--- config.mk ---
export PLATFORM = sky130hd
export DESIGN_NAME = serial_frame_deframer_core
export DESIGN_NICKNAME = d
export VERILOG_FILES = /design/src/rtl/sfd_pkg.sv /design/src/rtl/sfd_parser.sv /design/src/rtl/sfd_out_reg.sv /design/src/rtl/serial_frame_deframer_core.sv
export SDC_FILE = /design/constraint.sdc
export NUM_CORES = 1
export LEC_CHECK = 0
export BUFFER_PORTS_ARGS = -buffer_cell sky130_fd_sc_hd__buf_4
export CAP_MARGIN = 5
export CORE_AREA = 3 3 135 163
export CTS_CLUSTER_SIZE = 16
export DETAILED_ROUTE_END_ITERATION = 16
export DIE_AREA = 0 0 138 166
export GPL_ROUTABILITY_DRIVEN = 0
export GPL_TIMING_DRIVEN = 0
export PLACE_DENSITY = 0.7
export SYNTH_ARGS = -nofsm -noshare
export SYNTH_HDL_FRONTEND = slang
export SYNTH_SLANG_ARGS = --single-unit
--- constraint.sdc ---
create_clock -name clk -period 12.8 [get_ports clk]
set_input_delay 2.56 -clock clk [delete_from_list [all_inputs] [get_ports clk]]
set_output_delay 2.56 -clock clk [all_outputs]
set_load 0.03 [all_outputs]
--- src/rtl/sfd_pkg.sv ---
`default_nettype none

package sfd_pkg;

    localparam int unsigned POS_W   = 17;
    localparam int unsigned LEN_W   = 16;
    localparam int unsigned BYTE_W  = 8;
    localparam int unsigned CFG_W   = 17;
    localparam int unsigned CFG_IDX_W = 2;

    localparam logic [BYTE_W-1:0] HEADER_VALUE_RST    = 8'd165;
    localparam logic [BYTE_W-1:0] USER_VALUE_RST      = 8'd1;
    localparam logic [CFG_W-1:0]  MAX_FRAME_BYTES_RST = 17'd1024;

    // byte positions within a frame, counted from 1
    localparam logic [POS_W-1:0] POS_HEADER = 17'd1;
    localparam logic [POS_W-1:0] POS_USER   = 17'd2;
    localparam logic [POS_W-1:0] POS_TYPE   = 17'd3;
    localparam logic [POS_W-1:0] POS_LEN_LO = 17'd4;
    localparam logic [POS_W-1:0] POS_LEN_HI = 17'd5;
    localparam logic [POS_W-1:0] POS_ID_LO  = 17'd6;
    localparam logic [POS_W-1:0] POS_ID_HI  = 17'd7;

    // header bytes plus checksum byte
    localparam logic [POS_W-1:0] FRAME_OVERHEAD = 17'd8;

    typedef enum logic [CFG_IDX_W-1:0] {
        CFG_HEADER_VALUE    = 2'd0,
        CFG_USER_VALUE      = 2'd1,
        CFG_MAX_FRAME_BYTES = 2'd2
    } cfg_index_t;

    typedef enum logic [1:0] {
        KIND_PAYLOAD  = 2'd0,
        KIND_GOOD     = 2'd1,
        KIND_MISMATCH = 2'd2,
        KIND_TOO_LONG = 2'd3
    } kind_t;

    typedef struct packed {
        logic [BYTE_W-1:0] header_value;
        logic [BYTE_W-1:0] user_value;
        logic [CFG_W-1:0]  max_frame_bytes;
    } cfg_t;

    typedef struct packed {
        kind_t             kind;
        logic [BYTE_W-1:0] payload_byte;
        logic [BYTE_W-1:0] msg_type;
        logic [LEN_W-1:0]  msg_id;
        logic [LEN_W-1:0]  payload_len;
    } result_t;

endpackage

`default_nettype wire

--- src/rtl/sfd_parser.sv ---
`default_nettype none

module sfd_parser
    import sfd_pkg::*;
(
    input  wire logic              clk,
    input  wire logic              rst_n,
    input  wire cfg_t              cfg,
    input  wire logic              in_valid,
    output logic                   in_ready,
    input  wire logic [BYTE_W-1:0] rx_byte,
    output logic                   res_valid,
    input  wire logic              res_ready,
    output result_t                res
);

    logic              in_valid_reg;
    logic [BYTE_W-1:0] in_byte_reg;

    logic [POS_W-1:0]  byte_position_reg, byte_position_next;
    logic [BYTE_W-1:0] running_sum_reg, running_sum_next;
    logic [LEN_W-1:0]  length_hold_reg, length_hold_next;
    logic [POS_W-1:0]  frame_total_reg, frame_total_next;
    logic [BYTE_W-1:0] type_hold_reg, type_hold_next;
    logic [LEN_W-1:0]  ident_hold_reg, ident_hold_next;

    logic              fire;
    logic [POS_W-1:0]  pos;
    logic [BYTE_W-1:0] b;
    logic [BYTE_W-1:0] sum_plus;
    logic              clear;
    logic              emit;
    kind_t             kind;

    assign fire     = in_valid_reg && res_ready;
    assign in_ready = !in_valid_reg || res_ready;

    always_ff @(posedge clk or negedge rst_n)
    begin
        if (!rst_n)
        begin
            in_valid_reg <= 1'b0;
        end
        else if (in_ready)
        begin
            in_valid_reg <= in_valid;
        end
    end

    always_ff @(posedge clk)
    begin
        if (in_ready && in_valid)
        begin
            in_byte_reg <= rx_byte;
        end
    end

    assign b         = in_byte_reg;
    assign pos       = byte_position_reg + POS_W'(1);
    assign sum_plus  = running_sum_reg + b;

    always_comb
    begin
        length_hold_next = length_hold_reg;
        type_hold_next   = type_hold_reg;
        ident_hold_next  = ident_hold_reg;
        frame_total_next = frame_total_reg;
        clear            = 1'b0;
        emit             = 1'b0;
        kind             = KIND_PAYLOAD;
        case (pos)
            POS_HEADER:
            begin
                clear = (b != cfg.header_value);
            end
            POS_USER:
            begin
                clear = (b != cfg.user_value);
            end
            POS_TYPE:
            begin
                type_hold_next = b;
            end
            POS_LEN_LO:
            begin
                length_hold_next = {8'd0, b};
            end
            POS_LEN_HI:
            begin
                length_hold_next = {b, length_hold_reg[7:0]};
            end
            POS_ID_LO:
            begin
                ident_hold_next = {8'd0, b};
            end
            POS_ID_HI:
            begin
                ident_hold_next  = {b, ident_hold_reg[7:0]};
                frame_total_next = POS_W'(length_hold_reg) + FRAME_OVERHEAD;
                if (frame_total_next > cfg.max_frame_bytes)
                begin
                    clear = 1'b1;
                    emit  = 1'b1;
                    kind  = KIND_TOO_LONG;
                end
            end
            default:
            begin
                emit = 1'b1;
                if (pos == frame_total_reg)
                begin
                    // checksum byte: frame sum including it must wrap to zero
                    clear = 1'b1;
                    kind  = (sum_plus == '0) ? KIND_GOOD : KIND_MISMATCH;
                end
            end
        endcase
    end

    always_comb
    begin
        byte_position_next = pos;
        running_sum_next   = sum_plus;
        if (clear)
        begin
            byte_position_next = '0;
            running_sum_next   = '0;
        end
    end

    always_ff @(posedge clk or negedge rst_n)
    begin
        if (!rst_n)
        begin
            byte_position_reg <= '0;
            running_sum_reg   <= '0;
            length_hold_reg   <= '0;
            frame_total_reg   <= '0;
            type_hold_reg     <= '0;
            ident_hold_reg    <= '0;
        end
        else if (fire)
        begin
            byte_position_reg <= byte_position_next;
            running_sum_reg   <= running_sum_next;
            length_hold_reg   <= clear ? '0 : length_hold_next;
            frame_total_reg   <= clear ? '0 : frame_total_next;
            type_hold_reg     <= clear ? '0 : type_hold_next;
            ident_hold_reg    <= clear ? '0 : ident_hold_next;
        end
    end

    assign res_valid        = fire && emit;
    assign res.kind         = kind;
    assign res.payload_byte = (kind == KIND_PAYLOAD) ? b : '0;
    assign res.msg_type     = type_hold_next;
    assign res.msg_id       = ident_hold_next;
    assign res.payload_len  = length_hold_next;

endmodule

`default_nettype wire

--- src/rtl/sfd_out_reg.sv ---
`default_nettype none

module sfd_out_reg
    import sfd_pkg::*;
(
    input  wire logic    clk,
    input  wire logic    rst_n,
    input  wire logic    res_valid,
    output logic         res_ready,
    input  wire result_t res,
    output logic         out_valid,
    input  wire logic    out_ready,
    output result_t      out_res
);

    logic    out_valid_reg;
    result_t out_res_reg;

    assign res_ready = !out_valid_reg || out_ready;

    always_ff @(posedge clk or negedge rst_n)
    begin
        if (!rst_n)
        begin
            out_valid_reg <= 1'b0;
        end
        else if (res_ready)
        begin
            out_valid_reg <= res_valid;
        end
    end

    always_ff @(posedge clk)
    begin
        if (res_ready && res_valid)
        begin
            out_res_reg <= res;
        end
    end

    assign out_valid = out_valid_reg;
    assign out_res   = out_res_reg;

endmodule

`default_nettype wire

--- src/rtl/serial_frame_deframer_core.sv ---
`default_nettype none

// Length-prefixed serial frame deframer. Takes one received byte per
// transaction and parses header, user id, type, 16-bit little-endian length,
// 16-bit little-endian id, payload and a two's-complement checksum byte.
// Each payload byte comes out as a kind-0 transaction as it arrives; the
// checksum byte gives one good or mismatch transaction, and a frame whose
// length plus 8 exceeds max_frame_bytes gives a length-error transaction on
// its seventh byte. Header and user-id bytes that do not match restart the
// search with no output. One byte is taken per clock while out_ready is high;
// each passes the input register, then the result register. Configuration
// writes take effect on the next clock and should be made while the block is
// idle.
module serial_frame_deframer_core
    import sfd_pkg::*;
(
    input  wire logic                 clk,
    input  wire logic                 rst_n,
    input  wire logic                 cfg_we,
    input  wire logic [CFG_IDX_W-1:0] cfg_index,
    input  wire logic [CFG_W-1:0]     cfg_data,
    input  wire logic                 in_valid,
    output logic                      in_ready,
    input  wire logic [BYTE_W-1:0]    rx_byte,
    output logic                      out_valid,
    input  wire logic                 out_ready,
    output logic [1:0]                kind,
    output logic [BYTE_W-1:0]         payload_byte,
    output logic [BYTE_W-1:0]         msg_type,
    output logic [LEN_W-1:0]          msg_id,
    output logic [LEN_W-1:0]          payload_len
);

    cfg_t    cfg_reg;
    logic    res_valid;
    logic    res_ready;
    result_t res;
    result_t out_res;

    always_ff @(posedge clk or negedge rst_n)
    begin
        if (!rst_n)
        begin
            cfg_reg.header_value    <= HEADER_VALUE_RST;
            cfg_reg.user_value      <= USER_VALUE_RST;
            cfg_reg.max_frame_bytes <= MAX_FRAME_BYTES_RST;
        end
        else if (cfg_we)
        begin
            case (cfg_index)
                CFG_HEADER_VALUE:    cfg_reg.header_value    <= cfg_data[BYTE_W-1:0];
                CFG_USER_VALUE:      cfg_reg.user_value      <= cfg_data[BYTE_W-1:0];
                CFG_MAX_FRAME_BYTES: cfg_reg.max_frame_bytes <= cfg_data;
                default:             ;
            endcase
        end
    end

    sfd_parser u_parser (
        .clk       (clk),
        .rst_n     (rst_n),
        .cfg       (cfg_reg),
        .in_valid  (in_valid),
        .in_ready  (in_ready),
        .rx_byte   (rx_byte),
        .res_valid (res_valid),
        .res_ready (res_ready),
        .res       (res)
    );

    sfd_out_reg u_out_reg (
        .clk       (clk),
        .rst_n     (rst_n),
        .res_valid (res_valid),
        .res_ready (res_ready),
        .res       (res),
        .out_valid (out_valid),
        .out_ready (out_ready),
        .out_res   (out_res)
    );

    assign kind         = out_res.kind;
    assign payload_byte = out_res.payload_byte;
    assign msg_type     = out_res.msg_type;
    assign msg_id       = out_res.msg_id;
    assign payload_len  = out_res.payload_len;

endmodule

`default_nettype wire
==> results.cfg, run 1 <==
[run_status]
status = completed

[yosys]
async_flop_share_pct = 66.9
syn_avg_cell_area_um2 = 11.1
postSynthCellCount = 829
synth_fp_nets = 892
synth.cell_area_mm2 = 0.00924
netlist.area_leader.share_pct = 30.1
synth_commonest_cells = dfrtp_1 (111), nand2_1 (71), a22o_1 (70)
yosysMostFrequentCell = dfrtp_1
synth-seq-cells = 175
synth_edf_count = 58
synthDistinctLibCells = 76
synth_area_leaders = dfrtp_1 (30%), edfxtp_1 (19%), a22o_1 (6.6%), xnor2_1 (4.5%), mux2_2 (4.1%)
synth_largest_area_cell = dfrtp_1
ys_seq_area_share_pct = 50.6
yosysWarnings = 0
synth-main-ff-cell = dfrtp_1

[sta]
drv_slew = 0
worst_pin_slew_ns = 1.09
fin_skew_ns = 0.0114
grt_setup_unrepaired = no
relSlewSlack_pct = 26.1
setup_tns_ns = 0
post-route-period-util_pct = 44.4
hold_viol_final = 0
setup_viol = 0
setup_slack_ns = 7.11
fin_crit_ns = 5.69
max_freq_mhz = 176

[routing]
wl_per_cell_um = 19.1
drt-vias-per-instance = 5.72
drt-initial-drc-count = 524
drtPass1Iterations = 5
wl_um = 23100
postRouteAntennaNets = 0
via_count = 6938
drc = 0

[finish]
drive_gt1_share_pct = 20.4
fin_util_pct = 53.1
antennaDiodeCount = 0
nets = 997
largest_register_ffs = 50
area_delta_synth_final_pct = 17.1

[placed_design]
hpwl_um = 16900
place.port_buffers = 83
post-place-ws_ns = 7.12

[die]
coreArea_mm2 = 0.0204
dieWidth_um = 138
die_h_um = 166
ioPinCount = 84
dieArea_mm2 = 0.0229
num_rows = 57
start_util_pct = 45.3

[critical_path]
cp_data_required_time_ns = 10.24
cpMostUsedCell = buf_4
crit_family = buffers and inverters
crit_slowest_cell = nand3b_1
regToRegSetupSlack_ns = 8.12
cp-start-kind = input port
cp.buffers_inverters = 2
crit_fanout = 3
regToRegEndpoint = u_parser.length_hold_reg[5]
r2r.worst_path.cells = 15
cp_cell_sequence = buf_4, nand3b_1, buf_4
critPathArrivalTime_ns = 3.13
cpPeakStageDelay_ns = 0.23
critPathKind = in -> out
crit_path_end_kind = primary output
r2r-start = u_parser.length_hold_reg[3]
critPathLaunch = out_ready

[power]
peakVddDrop_mv = 0.0932
design_power_total_mw = 1.64
leakage_nw = 4.65
power_density_mw_per_mm2 = 151

[global_route]
grt_first_pass_wirelength_um = 37700
grt_overflow_total = 0
antenna_found_initial = 0
grt_max_degree = 63
grt_pass1_vias = 6993
grt_use_total_pct = 20.4

[job]
drv_cap = 0

[clock_tree]
cts-buffers-inserted = 17
cts-resized-gates = 0
clock_path_buffers = 2
clkSlewWorstSetupHoldPaths_ns = 0.06
cts_tree = done
ctsHoldBuffers = 0
clock-sinks = 175
postCtsSetupBuffers = 0
clk_root_buffer_cell = clkbuf_16
cts_max_level = 4
clock_latency_ns = 0.44

[worst_hold_path]
hold_start = cfg_reg[13]
hold_end = cfg_reg[13]
hp-class = reg -> reg
hold_depth = 1
## cell families after synthesis
| kind of cell | synth area share [%] |
|---|---|
| buf+inv | 4.59 |
| fa+ha+maj | 4.28 |
| mux | 4.36 |
| simple gates | 14.5 |
| flops | 50.6 |
| xor+xnor | 6.29 |
| compound gates | 15.4 |
## routing by layer
metal	GRT usage [%]	vias up	wire length (µm)
li1	-	3263	-
met1	26.1	3403	9800
met2	34.8	214	11500
met3	3.11	58	1000
met4	8.34	0	824
met5	0	-	0
## cell type report
class | instances | area [µm²]
fill | 1854 | 9570
sequential | 175 | 4680
multi-input combinational | 556 | 4140
timing repair buffer | 86 | 679
clock buffer | 18 | 429
tap | 265 | 332
buffer | 54 | 259
inverter | 44 | 165
clock inverter | 14 | 140
## power breakdown
part | internal (mW) | total [mW] | switching [mW]
logic | 0.186 | 0.459 | 0.273
registers | 0.641 | 0.676 | 0.0348
clock network | 0.259 | 0.503 | 0.244
total | 1.09 | 1.64 | 0.552
## per-stage QoR
stage | instance area (µm²) | hold slack, ns | std cells
floorplan | 9240 | 0.454 | 829
global placement | 10200 | 0.487 | 1177
detailed placement | 10200 | 0.491 | 1179
CTS | 10800 | 0.508 | 1211
global route | 10800 | 0.513 | 1212
finish | 10800 | 0.505 | 1212
## worst register-to-register path, stage by stage (launching register included)
cell and delay, ns:
dfrtp_1 0.40, ha_1 0.23, inv_1 0.05, nor3_1 0.44, nand3_1 0.16, xnor2_1 0.27, ha_1 0.30, nand4_1 0.14
nor3_1 0.10, o21ai_0 0.11, nor4bb_1 0.96, o32a_1 0.32, clkbuf_1 0.40, nand3_1 0.23, buf_2 0.28, o22ai_1 0.19
## worst max path at each step
stage,to,depth (start not counted)
detailed placement,in_ready,3
CTS,in_ready,3
global route,in_ready,3
floorplan,in_ready,1
global placement,u_out_reg.out_res[13],6
finish,in_ready,3
## cells in the final DEF, fill, tap and decap left out, types with 15 or more instances in the layout
cell type  instances
a21o_1            19
a21oi_1           19
a22o_1            70
buf_4             83
clkbuf_1          36
clkbuf_16         17
dfrtp_1          111
edfxtp_1          58
ha_1              30
inv_1             43
mux2_2            34
nand2_1           71
nand3_1           21
nand4_1           20
nor2_1            30
nor3_1            15
o21ai_0           32
xnor2_1           47
xor2_1            15
No activity file was read; power rests on OpenSTA's default activity.
==> run 2: changes to the inputs <==
--- a/config.mk
+++ b/config.mk
@@ -5,15 +5,16 @@
 export SDC_FILE = /design/constraint.sdc
 export NUM_CORES = 1
 export LEC_CHECK = 0
+export ABC_AREA = 1
 export BUFFER_PORTS_ARGS = -buffer_cell sky130_fd_sc_hd__buf_4
 export CAP_MARGIN = 5
-export CORE_AREA = 3 3 135 163
+export CORE_AREA = 3 3 133 160
 export CTS_CLUSTER_SIZE = 16
 export DETAILED_ROUTE_END_ITERATION = 16
-export DIE_AREA = 0 0 138 166
+export DIE_AREA = 0 0 136 163
 export GPL_ROUTABILITY_DRIVEN = 0
 export GPL_TIMING_DRIVEN = 0
-export PLACE_DENSITY = 0.7
+export PLACE_DENSITY = 0.72
 export SYNTH_ARGS = -nofsm -noshare
 export SYNTH_HDL_FRONTEND = slang
 export SYNTH_SLANG_ARGS = --single-unit
==> constraint.sdc (replaced) <==
create_clock -name clk -period 4.8 [get_ports clk]
set_input_delay 0.96 -clock clk [delete_from_list [all_inputs] [get_ports clk]]
set_output_delay 0.96 -clock clk [all_outputs]
set_load 0.03 [all_outputs]
==> run 2 against run 1 <==
  * Via count increased by 11%
  * Largest power group unchanged
  * Design area fell by 3.1%
  * Synthesized cell count increased by 24%
  * Largest cell class unchanged
  * Sequential cell count is the same
==> results.cfg, run 2 <==
[run_status]
status = completed

[clock_tree]
clk_root_buffer_cell = clkbuf_16
ctsHoldBuffers = 0
clock_path_buffers = 2
cts-buffers-inserted = 17
clock_latency_ns = 0.44
clkSlewWorstSetupHoldPaths_ns = 0.07
cts_max_level = 4
postCtsSetupBuffers = 0
clock-sinks = 175
cts_tree = done

[finish]
final_area_mm2 = 0.0105
layout_commonest_cell = nand2_1
nets = 1193
drive_gt1_share_pct = 12.9
largest_register_ffs = 50
nFillCells = 1852
final_cell_mix = nand2_1 (210), inv_1 (128), nand3_1 (111), dfrtp_1 (111), o21ai_0 (85)
antennaDiodeCount = 0
area_delta_synth_final_pct = 17.9

[yosys]
yosysMostFrequentCell = nand2_1
ys_seq_area_share_pct = 52.6
synth-main-ff-cell = dfrtp_1
synth_edf_count = 58
synth_commonest_cells = nand2_1 (210), inv_1 (128), dfrtp_1 (111), nand3_1 (111), o21ai_0 (85)
postSynthCellCount = 1025
synth_area_leaders = dfrtp_1 (31%), edfxtp_1 (20%), nand2_1 (8.9%), nand3_1 (6.2%), inv_1 (5.4%)
synth_fp_nets = 1088
yosysWarnings = 0
synthDistinctLibCells = 38
async_flop_share_pct = 66.9
netlist.area_leader.share_pct = 31.2
synth.cell_area_mm2 = 0.00889
synth_largest_area_cell = dfrtp_1
syn_avg_cell_area_um2 = 8.67
synth-seq-cells = 175

[die]
dieArea_mm2 = 0.0222
die_h_um = 163
num_rows = 56
dieWidth_um = 136
ioPinCount = 84
coreArea_mm2 = 0.0198
start_util_pct = 45.0

[power]
combPwrFrac_pct = 18.1
power_density_mw_per_mm2 = 359
leakage_nw = 4.80
pwr-share-seq_pct = 45.4
netSwitchingPower_mw = 1.13
p_sw_share_pct = 30.0
peakVddDrop_mv = 0.254
design_power_total_mw = 3.76
pwr-share-clk_pct = 36.5
p_int_mw = 2.63

[job]
drv_cap = 0

[critical_path]
critPathKind = reg -> reg
cp_cell_sequence = inv_1, nor3_1, nand3_1, nor3_1, nand2_1, nor2_1, nand4_1, nand2_1, inv_1, ha_1, nand4_1, nor3_1, nand3_1, o211ai_1, a31oi_2, nor2_4, buf_12
crit_slowest_cell = nor2_4
cpPeakStageDelay_ns = 0.47
cp_data_required_time_ns = 4.95
cpMostUsedCell = nor3_1
critPathArrivalTime_ns = 4.51
cp-start-kind = flop
crit_fanout = 25
crit_path_end_kind = flop

[global_route]
grt_overflow_total = 0
grt_max_degree = 86
grt_pass1_vias = 7446
antenna_found_initial = 0
grt_use_total_pct = 22.3
grt_first_pass_wirelength_um = 38400

[sta]
hold_viol_final = 0
drv_slew = 0
relSlewSlack_pct = 17.9
fin_skew_ns = 0.00898
grt_setup_unrepaired = no
fin_crit_ns = 4.37
worst_pin_slew_ns = 1.23
post-route-period-util_pct = 91.0
setup_slack_ns = 0.433
setup_viol = 0
max_freq_mhz = 229

[placed_design]
post-place-ws_ns = 0.360
place.port_buffers = 83
dpl_cell_area_mm2 = 0.00990
hpwl_um = 17500

[routing]
postRouteAntennaNets = 0
drtPass1Iterations = 6
drc = 0
drt-vias-per-instance = 5.50
drt-initial-drc-count = 800
wl_per_cell_um = 17.2
via_count = 7724
wl_um = 24100

[worst_hold_path]
hp-class = in -> async
-- run 2: logic make-up (layout without fill, tap and decap cells) --
kind of cell,Yosys count,in the layout,share of synthesized area (%)
fa+ha+maj,31,31,4.45
xor+xnor,32,32,3.15
compound gates,160,160,9.58
buf+inv,166,283,7.16
simple gates,461,462,23.0
flops,175,175,52.6
-- run 2: metal layers --
metal	wire (µm)	track usage [%]	vias to the layer above
li1	-	-	3646
met1	9940	29.2	3656
met2	11600	35.8	348
met3	1700	4.26	74
met4	891	10.1	0
met5	0	0	-
-- run 2: final cells by class --
class | count | area [µm²] | area share [%]
buffer | 34 | 141 | 1.35
clock buffer | 21 | 440 | 4.20
clock inverter | 11 | 131 | 1.25
inverter | 132 | 495 | 4.73
multi-input combinational | 685 | 3600 | 34.3
sequential | 175 | 4680 | 44.6
tap | 261 | 327 | 3.12
timing repair buffer | 85 | 674 | 6.43
-- run 2: critical path: cells and delay by family, from the launching register on --
family | cells | cell delay [ns]
flip-flops | 1 | 0.38
AO/OA/AOI/OAI | 2 | 0.67
adder cells (fa/ha/maj) | 1 | 0.31
buffers and inverters | 3 | 0.43
AND/OR/NAND/NOR | 11 | 2.25
-- run 2: power by group through the flow --
stage | Sequential, mW | Clock [mW] | Combinational (mW)
2_1_floorplan | 1.80 | 0 | 0.354
3_3_place_gp | 1.74 | 0 | 0.650
3_5_place_dp | 1.74 | 0 | 0.669
4_1_cts | 1.71 | 1.38 | 0.673
5_1_grt | 1.72 | 1.45 | 0.749
6_report | 1.71 | 1.37 | 0.681
-- run 2: path summary, 6_finish.rpt --
path / from / endpoint / slack, ns / cells past startpoint
min in group clk: cfg_reg[21] / cfg_reg[21] / 0.49 / 2
min: rst_n / u_parser.ident_hold_reg[3] / 0.40 / 1
max reg2reg: u_parser.length_hold_reg[3] / u_out_reg.out_res[19] / 0.43 / 17
max: u_parser.length_hold_reg[3] / u_out_reg.out_res[19] / 0.43 / 17
max in group asynchronous: rst_n / cfg_reg[10] / 3.62 / 2
min reg2reg: cfg_reg[21] / cfg_reg[21] / 0.49 / 2
-- run 2: repair_timing --
item                                   4_1_cts  5_1_grt
endpoints found under the hold margin        0        0
setup endpoints to repair                    0       25
resized for setup                            0        1
-- run 2: metrics by stage --
stage / instances / util (%) / hold WS, ns / setup TNS (ns)
after floorplan: 1025 / - / 0.444 / 0
after global placement: 1369 / 49.8 / 0.461 / -32.61
after detailed placement: 1371 / 50.1 / 0.468 / 0
after CTS: 1403 / 53.0 / 0.410 / 0
after global routing: 1404 / 53.1 / 0.418 / 0
final: 1404 / 53.1 / 0.399 / 0
